`config.mk`:
```
export PLATFORM = sky130hd
export DESIGN_NAME = mhku_ctrl
export DESIGN_NICKNAME = d
export VERILOG_FILES = /design/src/hw/rtl/mhku_pkg.sv /design/src/hw/rtl/mhku_ctrl.sv
export SDC_FILE = /design/constraint.sdc
export NUM_CORES = 1
export LEC_CHECK = 0
export BUFFER_PORTS_ARGS = -buffer_cell sky130_fd_sc_hd__buf_2
export CORE_UTILIZATION = 40
export CTS_BUF_LIST = sky130_fd_sc_hd__clkbuf_16
export CTS_CLUSTER_DIAMETER = 100
export DETAILED_ROUTE_END_ITERATION = 10
export SLEW_MARGIN = 20
export SYNTH_ARGS = -nofsm -noshare
export SYNTH_HDL_FRONTEND = slang
export SYNTH_SLANG_ARGS = --single-unit
export TNS_END_PERCENT = 10
```
`constraint.sdc`:
```
create_clock -name clock -period 18.05 [get_ports clock]
set_input_delay 3.61 -clock clock [delete_from_list [all_inputs] [get_ports clock]]
set_output_delay 3.61 -clock clock [all_outputs]
set_load 0.01 [all_outputs]
```
`src/hw/rtl/mhku_pkg.sv`:
```
// shared types and constants for the min-heap key update block
`default_nettype none

package mhku_pkg;

   localparam int IDX_W = 10;
   localparam int KEY_W = 32;

   typedef enum logic [1:0] {
      CMD_LOAD = 2'd0,
      CMD_DEC  = 2'd1,
      CMD_INC  = 2'd2,
      CMD_READ = 2'd3
   } cmd_type;

   typedef enum logic [1:0] {
      STS_OK          = 2'd0,
      STS_NOT_SMALLER = 2'd1,
      STS_NOT_LARGER  = 2'd2,
      STS_RANGE       = 2'd3
   } status_type;

   typedef enum logic [2:0] {
      S_IDLE,
      S_LOOKUP,
      S_UP_READ,
      S_UP_CMP,
      S_DN_READ,
      S_DN_CMP,
      S_FINISH
   } state_type;

   typedef struct packed {
      status_type               status;
      logic signed [KEY_W-1:0]  read_key;
      logic [IDX_W-1:0]         final_index;
   } result_type;

endpackage

`default_nettype wire

```
`src/hw/rtl/mhku_ctrl.sv`:
```
// command sequencer: range check, load, read, key compare and sift up or down through the store
`default_nettype none

module mhku_ctrl #(
   parameter int HEAP_DEPTH = 1024,
   localparam int AddrW = $clog2(HEAP_DEPTH)
) (
   input  wire logic                          clock,
   input  wire logic                          reset,
   input  wire logic                          req_valid,
   output logic                               req_ready,
   input  wire mhku_pkg::cmd_type             req_command,
   input  wire logic [mhku_pkg::IDX_W-1:0]    req_index,
   input  wire logic [mhku_pkg::KEY_W-1:0]    req_key,
   input  wire logic [mhku_pkg::IDX_W-1:0]    heap_count,
   output logic                               wr_en,
   output logic      [AddrW-1:0]              wr_addr,
   output logic      [mhku_pkg::KEY_W-1:0]    wr_data,
   output logic      [AddrW-1:0]              rd_a_addr,
   output logic      [AddrW-1:0]              rd_b_addr,
   input  wire logic [mhku_pkg::KEY_W-1:0]    rd_a_data,
   input  wire logic [mhku_pkg::KEY_W-1:0]    rd_b_data,
   output logic                               res_valid,
   input  wire logic                          res_ready,
   output mhku_pkg::result_type               result
);
   import mhku_pkg::*;

   localparam int LastCap = (HEAP_DEPTH - 1 > 1023) ? 1023 : HEAP_DEPTH - 1;

   state_type               state_ff, state_in;
   cmd_type                 cmd_ff, cmd_in;
   logic [IDX_W-1:0]        pos_ff, pos_in;
   logic signed [KEY_W-1:0] key_ff, key_in;
   logic                    rv_ff, rv_in;
   status_type              status_ff, status_in;
   logic [KEY_W-1:0]        rkey_ff, rkey_in;
   logic [IDX_W-1:0]        fidx_ff, fidx_in;

   logic [IDX_W-1:0]        last_slot;
   logic [IDX_W:0]          left_idx;
   logic [IDX_W:0]          right_idx;
   logic [IDX_W-1:0]        parent_idx;
   logic signed [KEY_W-1:0] rd_a_s;
   logic signed [KEY_W-1:0] rd_b_s;
   logic signed [KEY_W-1:0] cand_key;
   logic                    take_l;
   logic                    take_r;
   logic                    in_range;

   assign last_slot  = (heap_count < IDX_W'(LastCap)) ? heap_count : IDX_W'(LastCap);
   assign left_idx   = {pos_ff, 1'b0};
   assign right_idx  = {pos_ff, 1'b1};
   assign parent_idx = {1'b0, pos_ff[IDX_W-1:1]};
   assign rd_a_s     = $signed(rd_a_data);
   assign rd_b_s     = $signed(rd_b_data);
   assign in_range   = (req_index != '0) && (req_index <= last_slot);

   // smaller child, left wins a tie, key stays on a tie
   assign take_l   = rd_a_s < key_ff;
   assign cand_key = take_l ? rd_a_s : key_ff;
   assign take_r   = rv_ff && (rd_b_s < cand_key);

   always_ff @(posedge clock) begin
      if (reset) begin
         state_ff <= S_IDLE;
      end else begin
         state_ff <= state_in;
      end
   end

   always_ff @(posedge clock) begin
      cmd_ff    <= cmd_in;
      pos_ff    <= pos_in;
      key_ff    <= key_in;
      rv_ff     <= rv_in;
      status_ff <= status_in;
      rkey_ff   <= rkey_in;
      fidx_ff   <= fidx_in;
   end

   always_comb begin
      state_in  = state_ff;
      cmd_in    = cmd_ff;
      pos_in    = pos_ff;
      key_in    = key_ff;
      rv_in     = rv_ff;
      status_in = status_ff;
      rkey_in   = rkey_ff;
      fidx_in   = fidx_ff;
      wr_en     = 1'b0;
      wr_addr   = AddrW'(pos_ff);
      wr_data   = key_ff;
      rd_a_addr = AddrW'(pos_ff);
      rd_b_addr = AddrW'(right_idx);
      req_ready = 1'b0;
      res_valid = 1'b0;

      case (state_ff)
         S_IDLE: begin
            req_ready = 1'b1;
            rd_a_addr = AddrW'(req_index);
            if (req_valid) begin
               cmd_in    = req_command;
               pos_in    = req_index;
               key_in    = $signed(req_key);
               rkey_in   = '0;
               status_in = STS_OK;
               fidx_in   = req_index;
               if (!in_range) begin
                  status_in = STS_RANGE;
                  fidx_in   = '0;
                  state_in  = S_FINISH;
               end else if (req_command == CMD_LOAD) begin
                  wr_en    = 1'b1;
                  wr_addr  = AddrW'(req_index);
                  wr_data  = req_key;
                  state_in = S_FINISH;
               end else begin
                  state_in = S_LOOKUP;
               end
            end
         end

         S_LOOKUP: begin
            case (cmd_ff)
               CMD_READ: begin
                  rkey_in  = rd_a_data;
                  state_in = S_FINISH;
               end
               CMD_DEC: begin
                  if (key_ff >= rd_a_s) begin
                     status_in = STS_NOT_SMALLER;
                     state_in  = S_FINISH;
                  end else begin
                     state_in = S_UP_READ;
                  end
               end
               CMD_INC: begin
                  if (key_ff <= rd_a_s) begin
                     status_in = STS_NOT_LARGER;
                     state_in  = S_FINISH;
                  end else begin
                     state_in = S_DN_READ;
                  end
               end
               default: begin
                  state_in = S_FINISH;
               end
            endcase
         end

         // hole moves up: parent key drops into the hole until the key fits
         S_UP_READ: begin
            rd_a_addr = AddrW'(parent_idx);
            if (pos_ff == IDX_W'(1)) begin
               wr_en    = 1'b1;
               fidx_in  = pos_ff;
               state_in = S_FINISH;
            end else begin
               state_in = S_UP_CMP;
            end
         end

         S_UP_CMP: begin
            wr_en = 1'b1;
            if (key_ff < rd_a_s) begin
               wr_data  = rd_a_data;
               pos_in   = parent_idx;
               state_in = S_UP_READ;
            end else begin
               fidx_in  = pos_ff;
               state_in = S_FINISH;
            end
         end

         S_DN_READ: begin
            rd_a_addr = AddrW'(left_idx);
            rd_b_addr = AddrW'(right_idx);
            rv_in     = right_idx <= {1'b0, last_slot};
            if (left_idx > {1'b0, last_slot}) begin
               wr_en    = 1'b1;
               fidx_in  = pos_ff;
               state_in = S_FINISH;
            end else begin
               state_in = S_DN_CMP;
            end
         end

         S_DN_CMP: begin
            wr_en = 1'b1;
            if (take_r) begin
               wr_data  = rd_b_data;
               pos_in   = right_idx[IDX_W-1:0];
               state_in = S_DN_READ;
            end else if (take_l) begin
               wr_data  = rd_a_data;
               pos_in   = left_idx[IDX_W-1:0];
               state_in = S_DN_READ;
            end else begin
               fidx_in  = pos_ff;
               state_in = S_FINISH;
            end
         end

         S_FINISH: begin
            res_valid = 1'b1;
            if (res_ready) begin
               state_in = S_IDLE;
            end
         end

         default: begin
            state_in = S_IDLE;
         end
      endcase
   end

   assign result = '{status: status_ff, read_key: $signed(rkey_ff), final_index: fidx_ff};

endmodule

`default_nettype wire

```
==> results.md <==
* Status: finished, final reports clean
* Hold path start: pos_ff[0]
* CTS sink cnt at approximately 90
* Remaining DRCs at 0
* P per Cell Area at 153 mW/mm^2
* Slew HR at 26.7%
* Post-CTS setup buffer count at 0
* Peak supply drop at slightly below 0.00007 V
* Vias post-DR at around 9000
* CP max FO at between 50 and 60
* Flop-to-flop setup slack at a little under 10 ns
* Fraction of registers with async set/reset at 0%
* Seq/Total Area, Yosys at approximately 30%
* Largest net degree at the start of global routing at 60
* Detailed Route WL at 30.6 mm
* TNS Setup at 0 ns
* Worst setup SP type: input port
* Sequential share of power at about 28%
* IO Count at 231
* Post-Syn Nets at 1182
* Primary FF master, synth: edfxtp_1
* Final hold viol count at 0
* Initial Util at 40.8%
* CP Capture Type: output pin
* Hold depth at 1
* Worst-case clock buffer depth at 2
* Post-Syn Area at 0.00887 sq mm
* Buffers added on ports at 229
* Static leakage at 4.44 nW
* Synth Warn # at 0
* Post-route insts no fill at ~1400
* GP Congestion at 0.864
* Hold WC Path Type: reg2reg
* Die X at 151 um
* Via/cell ratio at 6.21
* Post-CTS Hold Fix Bufs at 0
* Post-route ant nets at 0
* All-layer global routing usage at 26.9%
* Pre-antenna DRT Iters at 5
* Final worst-path cycle share at 80.2%
* EDFF count, synth at 89
* Vias in the first global route at between 7000 and 8000
* DR WL/cell at 21.6 um
* Internal at 0.809 mW
* Starting DRT DRC Count at 864
* R2R cell count at 19
* Share of post-route cells with drive strength above 1 at 30.2%
* Fmax at between 60 and 70 MHz
* WHS Endpoint: fidx_ff[0]
* Gate power share at roughly 59%
* Max-slew violations at 0
* Clock-pin slew on the worst setup and hold paths at 0.07 ns
* P_sw at 0.767 mW
* FF-to-FF End: pos_ff[9]
* # rows at 54
* Nets at around 1300
* Core area at around 0.022 sq mm
* Final min period at around 14 ns
* Die area at 0.0228 sq mm
* CTS root buf: clkbuf_16
* Most frequent cells in the layout: buf_2, edfxtp_1, ha_1
* CTS tree: yes
* Util after Layout at a little under half
* CP required at 14.44 ns
* Worst-Skew Late Latency at 0.37 ns
* Most common cell after layout, fill and taps aside: buf_2
* FF+latch count, synth at 92
* Die height at 151 um
* Layout area overhead at 16.4%
* Inserted Clock Buffers at 9
* Final setup fails at 0
* Synth cell types at 77
* Global-route wire length before repair at between 40 and 50 mm
* Clock power share at between 10% and 20%
* Max H-tree Level at 3
* Max-cap violations at 0
* Post-CTS resize count at 0
* Sw frac at between 40% and 50%
* Worst slew pin tran at 1.10 ns
* Critical Path AT at roughly 11 ns
* CP Class: in2out
* Antenna violations before repair at 6
* Post-DP HPWL at 22.1 mm
* GR Overflow Total at 0
* Fin Hold WS at 0.835 ns
* Mean post-synth cell area at between 9 and 10 sq um
* Startpoint of the worst register-to-register path: key_ff[31]
* RSZ-0062 raised after global routing: no
* Post-Synthesis Cells at just under 1000
* Skew final at 0.00840 ns
* Placed cells at 1397
==> synthesized netlist by cell type, types with 9 or more instances <==
master    instances  area, sq um
nand3b_1         25          188
o21ai_0          19         95.1
a31oi_1          33          206
a21oi_1          31          155
buf_2            19         95.1
mux2_2           11          124
nand2_1          67          251
a21o_1           18          135
nor4_1           31          194
nand4_1          13         81.3
nor2_1           85          319
mux2i_1          10          100
a22o_1           18          158
o221a_2          25          282
a22oi_1           9         67.6
o211ai_1         20          150
a32o_1           31          310
buf_4            14          105
o22ai_1          59          369
o211ai_2         21          263
clkbuf_1         53          199
edfxtp_1         89         2670
ha_1             86         1080
nand3_1          13         65.1
inv_1            58          218
==> worst max path at each step <==
stage                        from     endpoint  slack (ns)  cells past startpoint
global placement    rd_a_data[31]   wr_data[9]        4.02                     22
finish              rd_a_data[31]  wr_data[11]        3.57                     22
global route        rd_a_data[31]  wr_data[11]        3.13                     22
CTS                 rd_a_data[31]  wr_data[11]        3.77                     22
floorplan           rd_a_data[14]  wr_data[10]        6.52                     24
detailed placement  rd_a_data[31]  wr_data[11]        3.80                     22
==> per-layer routing <==
metal | wire length, um | track usage, % | vias to the layer above | part of all wire, %
met5 | 25 | 0 | - | 0.082
met4 | 640 | 10.1 | 4 | 2.1
met3 | 2950 | 5.54 | 50 | 9.6
met2 | 13800 | 40.6 | 449 | 45
met1 | 13200 | 37.7 | 4147 | 43
li1 | - | - | 4154 | -
==> critical path: stages <==
cell and delay [ns]:
buf_2 0.12, inv_1 0.07, ha_2 1.05, nand4_2 0.30
nor4_4 0.44, nand3_2 0.68, nand3_2 0.87, o22ai_1 0.18
nor2_1 0.12, o22ai_1 0.11, ha_1 0.33, a21o_1 0.18
a21o_1 0.17, a21o_1 0.16, a2111oi_0 0.44, o21bai_1 0.17
a21boi_2 0.21, a31o_2 0.54, buf_4 0.54, nor4_1 0.12
nand3b_1 0.26, buf_2 0.18
==> stage by stage <==
stage          total power, mW  cell area (sq um)  setup slack [ns]
4_1_cts                   1.57              10300              3.77
2_1_floorplan             1.07               8870              6.52
5_1_grt                   1.69              10300              3.13
3_5_place_dp              1.37              10000              3.80
6_report                  1.58              10300              3.57
3_3_place_gp              1.36              10000              4.02
==> registers in the layout, summed over array words and instances, names as in the netlist <==
signal     flops
fidx_ff       10
cmd_ff         2
status_ff      2
key_ff        32
state_ff       3
pos_ff        10
rv_ff          1
rkey_ff       32
==> final cells by class <==
type | count | area, sq um
fillers | 2139 | 11400
multi-input cells | 726 | 5460
flip-flops and latches | 92 | 2730
repair buffers | 241 | 1260
well taps | 280 | 350
clock buffers | 9 | 225
inverters | 59 | 221
clock inverters | 7 | 72.6
diodes | 4 | 10.0
==> cell families (layout without fill, tap and decap cells) <==
| logic type | Yosys count | after routing | synth area share, % |
|---|---|---|---|
| other cells | 1 | 5 | 0.0423 |
| fa+ha+maj | 86 | 86 | 12.1 |
| simple gates | 282 | 282 | 16.6 |
| buf+inv | 156 | 316 | 7.92 |
| mux | 21 | 21 | 2.52 |
| compound gates | 336 | 336 | 30.0 |
| flops | 92 | 92 | 30.8 |
==> power groups by stage <==
stage	sequential, mW	combinational (mW)	clock [mW]
CTS	0.443	0.923	0.203
finish	0.444	0.932	0.201
global placement	0.446	0.912	0
detailed placement	0.446	0.919	0
global route	0.456	1.03	0.211
floorplan	0.420	0.647	0
No activity file was read; power rests on OpenSTA's default activity.
